**config.mk**
```make
export PLATFORM = sky130hd
export DESIGN_NAME = cdsm_ctrl
export DESIGN_NICKNAME = d
export VERILOG_FILES = /design/src/rtl/cdsm_pkg.sv /design/src/rtl/cdsm_addmod.sv /design/src/rtl/cdsm_ctrl.sv
export SDC_FILE = /design/constraint.sdc
export NUM_CORES = 1
export LEC_CHECK = 0
export ABC_CLOCK_PERIOD_IN_PS = 8010
export BUFFER_PORTS_ARGS = -buffer_cell sky130_fd_sc_hd__buf_4
export CAP_MARGIN = 20
export CORE_ASPECT_RATIO = 1.5
export CORE_MARGIN = 2
export CORE_UTILIZATION = 59
export CTS_BUF_LIST = sky130_fd_sc_hd__clkbuf_16
export DETAILED_ROUTE_END_ITERATION = 8
export PLACE_DENSITY = 0.93
export SETUP_SLACK_MARGIN = 0.1
export SLEW_MARGIN = 20
export SYNTH_ARGS = -nofsm -noshare
export SYNTH_HDL_FRONTEND = slang
export SYNTH_SLANG_ARGS = --single-unit
```
**constraint.sdc**
```tcl
create_clock -name aclk -period 8.01 [get_ports aclk]
set_input_delay 1.602 -clock aclk [delete_from_list [all_inputs] [get_ports aclk]]
set_output_delay 1.602 -clock aclk [all_outputs]
set_load 0.005 [all_outputs]
```
**src/rtl/cdsm_pkg.sv**
```systemverilog
// shared constants, types and codes for the decreasing subsequence counter
`timescale 1ns / 1ps

package cdsm_pkg;

    // store depth and derived widths
    localparam int NUM_CODES = 676;
    localparam int CODE_W    = 10;
    localparam int COUNT_W   = 30;
    localparam int ADDR_W    = (NUM_CODES > 1) ? $clog2(NUM_CODES) : 1;
    localparam int CMP_W     = ((ADDR_W > CODE_W) ? ADDR_W : CODE_W) + 1;

    typedef logic [COUNT_W-1:0] count_t;
    typedef logic [ADDR_W-1:0]  addr_t;
    typedef logic [CODE_W-1:0]  code_t;

    localparam count_t MODULUS   = COUNT_W'(1000000007);
    localparam count_t COUNT_ONE = COUNT_W'(1);
    localparam addr_t  ADDR_LAST = ADDR_W'(NUM_CODES - 1);
    localparam addr_t  ADDR_ZERO = ADDR_W'(0);

    // sequencer states
    typedef enum logic [2:0] {
        ST_CLEAR,
        ST_IDLE,
        ST_SWEEP,
        ST_LAST,
        ST_TOTAL,
        ST_PUSH
    } state_t;

    // count store access from the sequencer
    typedef struct packed {
        logic   rd_en;
        addr_t  rd_addr;
        logic   wr_en;
        addr_t  wr_addr;
        count_t wr_data;
    } mem_ctl_t;

endpackage

```
**src/rtl/cdsm_addmod.sv**
```systemverilog
// shared modular adder: sum of two residues reduced once
`timescale 1ns / 1ps

module cdsm_addmod
    import cdsm_pkg::*;
(
    input  count_t op_a,
    input  count_t op_b,
    output count_t sum
);

    logic [COUNT_W:0] raw;
    logic [COUNT_W:0] red;

    // add, then subtract the modulus once if the sum reached it
    always_comb begin
        raw = {1'b0, op_a} + {1'b0, op_b};
        red = raw - {1'b0, MODULUS};
        if (raw >= {1'b0, MODULUS}) begin
            sum = red[COUNT_W-1:0];
        end else begin
            sum = raw[COUNT_W-1:0];
        end
    end

endmodule

```
**src/rtl/cdsm_ctrl.sv**
```systemverilog
// sequencer and datapath registers around the shared modular adder
`timescale 1ns / 1ps

module cdsm_ctrl
    import cdsm_pkg::*;
(
    input  logic     aclk,
    input  logic     aresetn,
    input  logic     s_valid,
    output logic     s_ready,
    input  code_t    s_item_code,
    input  logic     s_start_new,
    output logic     m_valid,
    input  logic     m_ready,
    output count_t   m_running_count,
    output mem_ctl_t mem_ctl,
    input  count_t   mem_rd_data
);

    state_t state_reg, state_next;
    addr_t  addr_reg, addr_next;
    addr_t  code_reg, code_next;
    logic   hit_reg, hit_next;
    logic   boot_reg, boot_next;
    logic   acc_pend_reg, acc_pend_next;
    count_t n_reg, n_next;
    count_t total_reg, total_next;
    logic   m_valid_reg, m_valid_next;
    count_t m_data_reg, m_data_next;

    logic   accept;
    logic   code_hit;
    addr_t  code_addr;
    logic [CMP_W-1:0] code_ext;
    logic   at_code;
    logic   out_free;
    count_t add_a, add_b, add_sum;

    // incoming code range check and store address
    always_comb begin
        code_ext  = CMP_W'(s_item_code);
        code_hit  = (code_ext < CMP_W'(NUM_CODES));
        code_addr = code_ext[ADDR_W-1:0];
    end

    assign accept   = s_valid && s_ready;
    assign at_code  = (addr_reg == code_reg);
    assign out_free = !m_valid_reg || m_ready;

    cdsm_addmod u_addmod (
        .op_a (add_a),
        .op_b (add_b),
        .sum  (add_sum)
    );

    // next state
    always_comb begin
        state_next = state_reg;
        case (state_reg)
            ST_CLEAR: begin
                if (addr_reg == ADDR_LAST) begin
                    if (boot_reg) begin
                        state_next = ST_IDLE;
                    end else if (hit_reg) begin
                        state_next = ST_TOTAL;
                    end else begin
                        state_next = ST_PUSH;
                    end
                end
            end
            ST_IDLE: begin
                if (accept) begin
                    if (s_start_new) begin
                        state_next = ST_CLEAR;
                    end else if (code_hit) begin
                        state_next = ST_SWEEP;
                    end else begin
                        state_next = ST_PUSH;
                    end
                end
            end
            ST_SWEEP: begin
                if (at_code) begin
                    state_next = ST_LAST;
                end
            end
            ST_LAST:  state_next = ST_TOTAL;
            ST_TOTAL: state_next = ST_PUSH;
            ST_PUSH: begin
                if (out_free) begin
                    state_next = ST_IDLE;
                end
            end
            default:  state_next = ST_IDLE;
        endcase
    end

    // outputs: handshake, store access and adder operands
    always_comb begin
        s_ready         = 1'b0;
        mem_ctl.rd_en   = 1'b0;
        mem_ctl.rd_addr = addr_reg;
        mem_ctl.wr_en   = 1'b0;
        mem_ctl.wr_addr = addr_reg;
        mem_ctl.wr_data = '0;
        add_a           = n_reg;
        add_b           = mem_rd_data;
        case (state_reg)
            ST_CLEAR: begin
                mem_ctl.wr_en = 1'b1;
                if (hit_reg && at_code) begin
                    mem_ctl.wr_data = COUNT_ONE;
                end
            end
            ST_IDLE: begin
                s_ready = 1'b1;
            end
            ST_SWEEP: begin
                mem_ctl.rd_en = 1'b1;
            end
            ST_LAST: begin
                mem_ctl.wr_en   = 1'b1;
                mem_ctl.wr_addr = code_reg;
                mem_ctl.wr_data = add_sum;
                add_a           = mem_rd_data;
                add_b           = n_reg;
            end
            ST_TOTAL: begin
                add_a = total_reg;
                add_b = n_reg;
            end
            ST_PUSH: begin
                s_ready = 1'b0;
            end
            default: begin
                s_ready = 1'b0;
            end
        endcase
    end

    // datapath next values
    always_comb begin
        addr_next     = addr_reg;
        code_next     = code_reg;
        hit_next      = hit_reg;
        boot_next     = boot_reg;
        acc_pend_next = 1'b0;
        n_next        = n_reg;
        total_next    = total_reg;
        m_valid_next  = m_valid_reg && !m_ready;
        m_data_next   = m_data_reg;
        case (state_reg)
            ST_CLEAR: begin
                addr_next = addr_reg + ADDR_W'(1);
                if (addr_reg == ADDR_LAST) begin
                    boot_next = 1'b0;
                end
            end
            ST_IDLE: begin
                if (accept) begin
                    code_next = code_addr;
                    hit_next  = code_hit;
                    n_next    = COUNT_ONE;
                    if (s_start_new) begin
                        addr_next  = ADDR_ZERO;
                        total_next = COUNT_ONE;
                    end else begin
                        addr_next = ADDR_LAST;
                    end
                end
            end
            ST_SWEEP: begin
                // fold in the word read last cycle for a code above the item
                if (acc_pend_reg) begin
                    n_next = add_sum;
                end
                acc_pend_next = !at_code;
                if (!at_code) begin
                    addr_next = addr_reg - ADDR_W'(1);
                end
            end
            ST_TOTAL: begin
                total_next = add_sum;
            end
            ST_PUSH: begin
                if (out_free) begin
                    m_valid_next = 1'b1;
                    m_data_next  = total_reg;
                end
            end
            default: begin
                acc_pend_next = 1'b0;
            end
        endcase
    end

    // control registers
    always_ff @(posedge aclk) begin
        if (!aresetn) begin
            state_reg    <= ST_CLEAR;
            addr_reg     <= ADDR_ZERO;
            hit_reg      <= 1'b0;
            boot_reg     <= 1'b1;
            acc_pend_reg <= 1'b0;
            total_reg    <= COUNT_ONE;
            m_valid_reg  <= 1'b0;
        end else begin
            state_reg    <= state_next;
            addr_reg     <= addr_next;
            hit_reg      <= hit_next;
            boot_reg     <= boot_next;
            acc_pend_reg <= acc_pend_next;
            total_reg    <= total_next;
            m_valid_reg  <= m_valid_next;
        end
    end

    // payload registers
    always_ff @(posedge aclk) begin
        code_reg   <= code_next;
        n_reg      <= n_next;
        m_data_reg <= m_data_next;
    end

    assign m_valid         = m_valid_reg;
    assign m_running_count = m_data_reg;

    // sweep never passes below the item's own code
    a_sweep_bound: assert property (@(posedge aclk) disable iff (!aresetn)
        state_reg == ST_SWEEP |-> addr_reg >= code_reg)
        else $error("sweep address below item code");

    // the entry update never overlaps a pending accumulate
    a_last_clean: assert property (@(posedge aclk) disable iff (!aresetn)
        state_reg == ST_LAST |-> !acc_pend_reg)
        else $error("accumulate pending at entry update");

    // running total stays reduced
    a_total_range: assert property (@(posedge aclk) disable iff (!aresetn)
        total_reg < MODULUS)
        else $error("running total not reduced");

    // a finished word reaches the output register
    a_push_load: assert property (@(posedge aclk) disable iff (!aresetn)
        (state_reg == ST_PUSH && out_free) |=> (m_valid_reg && m_data_reg == $past(total_reg)))
        else $error("result word not loaded");

endmodule

```
==> impl_results.md <==
* Final number of setup-violating endpoints at 0
* R2R Setup Slk at 2.32 ns
* DIE AREA at 15900 um2
* Area growth syn-to-layout at 21.4%
* Status: completed
* Area contributors post-synth: edfxtp_1, dfxtp_1, ha_1
* Routed WL at 26300 um
* Slowest CP cell: dfxtp_2
* Vias in the first global route at 8256
* Critical path launch point type: flop
* Multi-input gate area at 5500 um2
* I/O Buffers at 128
* Ys async rst share at 0%
* Yosys top cell area share at 24.0%
* Post-synth EDFFs at 70
* Crit path max fanout at 14
* HP Class: reg2reg
* Mapped Cells at 981
* Total CTS buffers at 17
* Top layer in use: met4
* Minimum clock period at 7.56 ns
* Most used DFF post-synth: edfxtp_1
* Logic pwr share at 18.0%
* Switching share of power at 28.9%
* Core area at 14500 um2
* Via density at 6.34
* Mapped Nets at 1067
* Starting density of the core at 60.3%
* Setup Skew at 0.00987 ns
* CTS Buffer Depth at 2
* Most common cell after layout, fill and taps aside: buf_4
* Critical Path Sink: mem_ctl[28]
* Fin. max-slew vios at 0
* WP depth at 20
* Pwr dens at 157 nW/um2
* WL/cell at 20.2 um
* Root buffer cell: clkbuf_16
* Met1 wire length at 9580 um
* Post-synthesis register bit count at 117
* Max Fclk at 0.132 GHz
* DRT antenna net count at 0
* Pre-CTS setup slack at 0.204 ns
* Critical R2R Capture: n_reg[23]$_SDFFCE_PN0P_
* Slowest stage delay, CP at 0.44 ns
* Leakage power at 4.27 nW
* N_diodes at 0
* Commonest non-fill, non-tap cells in the layout: buf_4, nand2_1, nor2_1, edfxtp_1, o21ai_0
* Final #Nets at 1181
* Max Cap Viol at 0
* IO Count at 129
* Final Util at 73.2%
* Internal Pwr Total at 1.19 mW
* Hpwl dp at 18200 um
* DR WL met2 at 14000 um
* CTS sink cnt at 117
* DR iter-0 viols at 670
* Critical Path RT at 6.41 ns
* First-pass detailed-route iteration total at 5
* Crit path DAT at 5.96 ns
* Share of layout cells above drive strength 1 at 25.1%
* GRT Overall Usage at 32.2%
* DRC viols at 0
* FILL cells at 1049
* Clock Latency Late Sink at 0.43 ns
* Die Width at 104 um
* Crit Reg-Reg Startpoint: state_reg[2]$_SDFFE_PN0P_
* CP Launch Point: state_reg[2]$_SDFFE_PN0P_
* TritonCTS clock tree: yes
* Number of vias in the routed layout at 8262
* Sequential cell area at 3040 um2
* Final period util at 94.4%
* Count of cell types in the netlist at 83
* Critical path's most frequent cell: buf_4
* Final Hold Fails at 0
* Sequential area share after synthesis at 34.7%
* Mapped cell area at 8760 um2
* Vert. Die Dim at 153 um
* Largest net degree at the start of global routing at 74
* Setup TNS at 0 ns
* Psw at 0.483 mW
* Max IR drop VDD at 0.000153 V
* Hold buffer count at cts at 0
* Post-synth top area cell: edfxtp_1
* Grt ovf at 0
* Clk pwr share at 43.9%
* Reg clk slew, reported paths at 0.06 ns
* Crit. End Element: output pin
* FF-to-FF path depth at 21
* Critical path class: reg2out
* Buf/Inv on CP at 3
* Placer Congestion at 0.968
* CP top delay family: compound AO/OA/AOI/OAI gates
* Final WS setup at 0.451 ns
* Core Rows at 54
* H-tree Lvls at 4
* Warnings, synthesis at 0
* Initial antenna violation count at 0
* Mapped Avg Cell Area at 8.93 um2
* RSZ-0062 raised after global routing: false
* Reg power frac at 38.1%
* Global-route wire length before repair at 41200 um
* Slew HR at 41.2%
* Routed wl met3 at 1470 um
* Slew @ Worst Pin at 0.874 ns
* Crit path cell chain: inv_1 > nand3_4 > nor2b_2 > buf_4 > mux2_2 > ha_1 > fa_1 > a21oi_2 > o21ai_2 > a311oi_2 > a211oi_2 > a221o_1 > mux2_4 > nor4_4 > nand4_2 > a21oi_4 > o221ai_1 > xnor2_2 > nor2b_1 > buf_4
## how the worst min path moves through the flow
stage / startpoint / end / slack [ns] / cells after the start
after floorplan: total_reg[27]$_SDFFE_PN0P_ / m_running_count[27]$_DFFE_PP_ / 0.43 / 0
after global placement: total_reg[4]$_SDFFE_PN0P_ / m_running_count[4]$_DFFE_PP_ / 0.44 / 0
after detailed placement: total_reg[26]$_SDFFE_PN0P_ / m_running_count[26]$_DFFE_PP_ / 0.44 / 0
after CTS: total_reg[22]$_SDFFE_PN0P_ / m_running_count[22]$_DFFE_PP_ / 0.46 / 0
after global routing: total_reg[10]$_SDFFE_PN0P_ / m_running_count[10]$_DFFE_PP_ / 0.48 / 0
final: total_reg[22]$_SDFFE_PN0P_ / m_running_count[22]$_DFFE_PP_ / 0.46 / 0
## stage by stage
stage               cell area [um2]  hold slack [ns]  power, mW  instances
floorplan                      8760            0.430      0.844        981
global placement               9900            0.441      0.924       1265
detailed placement             9900            0.441      0.927       1265
CTS                           10500            0.457       1.65       1299
global route                  10600            0.476       1.72       1304
finish                        10600            0.460       1.67       1304
## layout make-up
type	instances	area share [%]
multi-input cells	789	51.7
flip-flops and latches	117	28.6
repair buffers	154	11.4
clock buffers	19	4.47
well taps	196	2.31
clock inverters	13	0.882
inverters	16	0.576
## cell usage after synthesis (8+ instances only)
master / instances
xnor2_1: 40
mux2_2: 40
a211oi_1: 9
and2_1: 11
xor2_1: 24
nand4_1: 12
nand2_1: 98
o21bai_1: 9
a21oi_1: 66
o21ai_1: 24
o21ai_0: 69
nand3_1: 28
buf_1: 8
clkbuf_1: 40
o211ai_1: 8
nor2_1: 94
dfxtp_1: 47
edfxtp_1: 70
a21o_1: 22
inv_1: 15
and3_1: 8
ha_1: 39
mux2i_1: 38
nor3_1: 15
nor2b_1: 15
## power groups by stage
| stage | registers, mW | logic, mW | clock network [mW] |
|---|---|---|---|
| floorplan | 0.647 | 0.196 | 0 |
| global placement | 0.649 | 0.275 | 0 |
| detailed placement | 0.649 | 0.279 | 0 |
| CTS | 0.636 | 0.284 | 0.732 |
| global route | 0.636 | 0.321 | 0.760 |
| finish | 0.636 | 0.301 | 0.734 |
## cells by family after synthesis
logic type,share of synthesized area [%]
compound gates,22.1
xor+xnor,6.40
fa+ha+maj,6.03
buf+inv,3.80
flops,34.7
mux,9.65
simple gates,17.3
## worst register-to-register path, stage by stage (launching register included)
cell	delay, ns
dfxtp_2	0.44
inv_1	0.21
nand3_4	0.19
nor2b_2	0.19
buf_4	0.27
mux2_2	0.38
ha_1	0.23
fa_1	0.44
a21oi_2	0.26
o21ai_2	0.17
a311oi_2	0.32
a211oi_2	0.14
a221o_1	0.44
mux2_4	0.33
nor4_4	0.19
nand4_2	0.21
a21oi_4	0.28
buf_4	0.20
o21ai_0	0.10
xor2_1	0.24
buf_4	0.17
nor2_1	0.04
## layer usage
layer / vias up / GRT usage [%]
met4: 0 / 17.6
met1: 3896 / 33.9
met3: 107 / 5.37
met5: - / 0
met2: 409 / 60.3
li1: 3850 / -
## what timing repair did
item                                    CTS  global route
pin swaps                                 1             2
gates resized for setup                   3            11
gates cloned                              0             1
endpoints found under the setup margin   14            30
setup buffers                             2             3
Power figures use the tool's default switching activity.
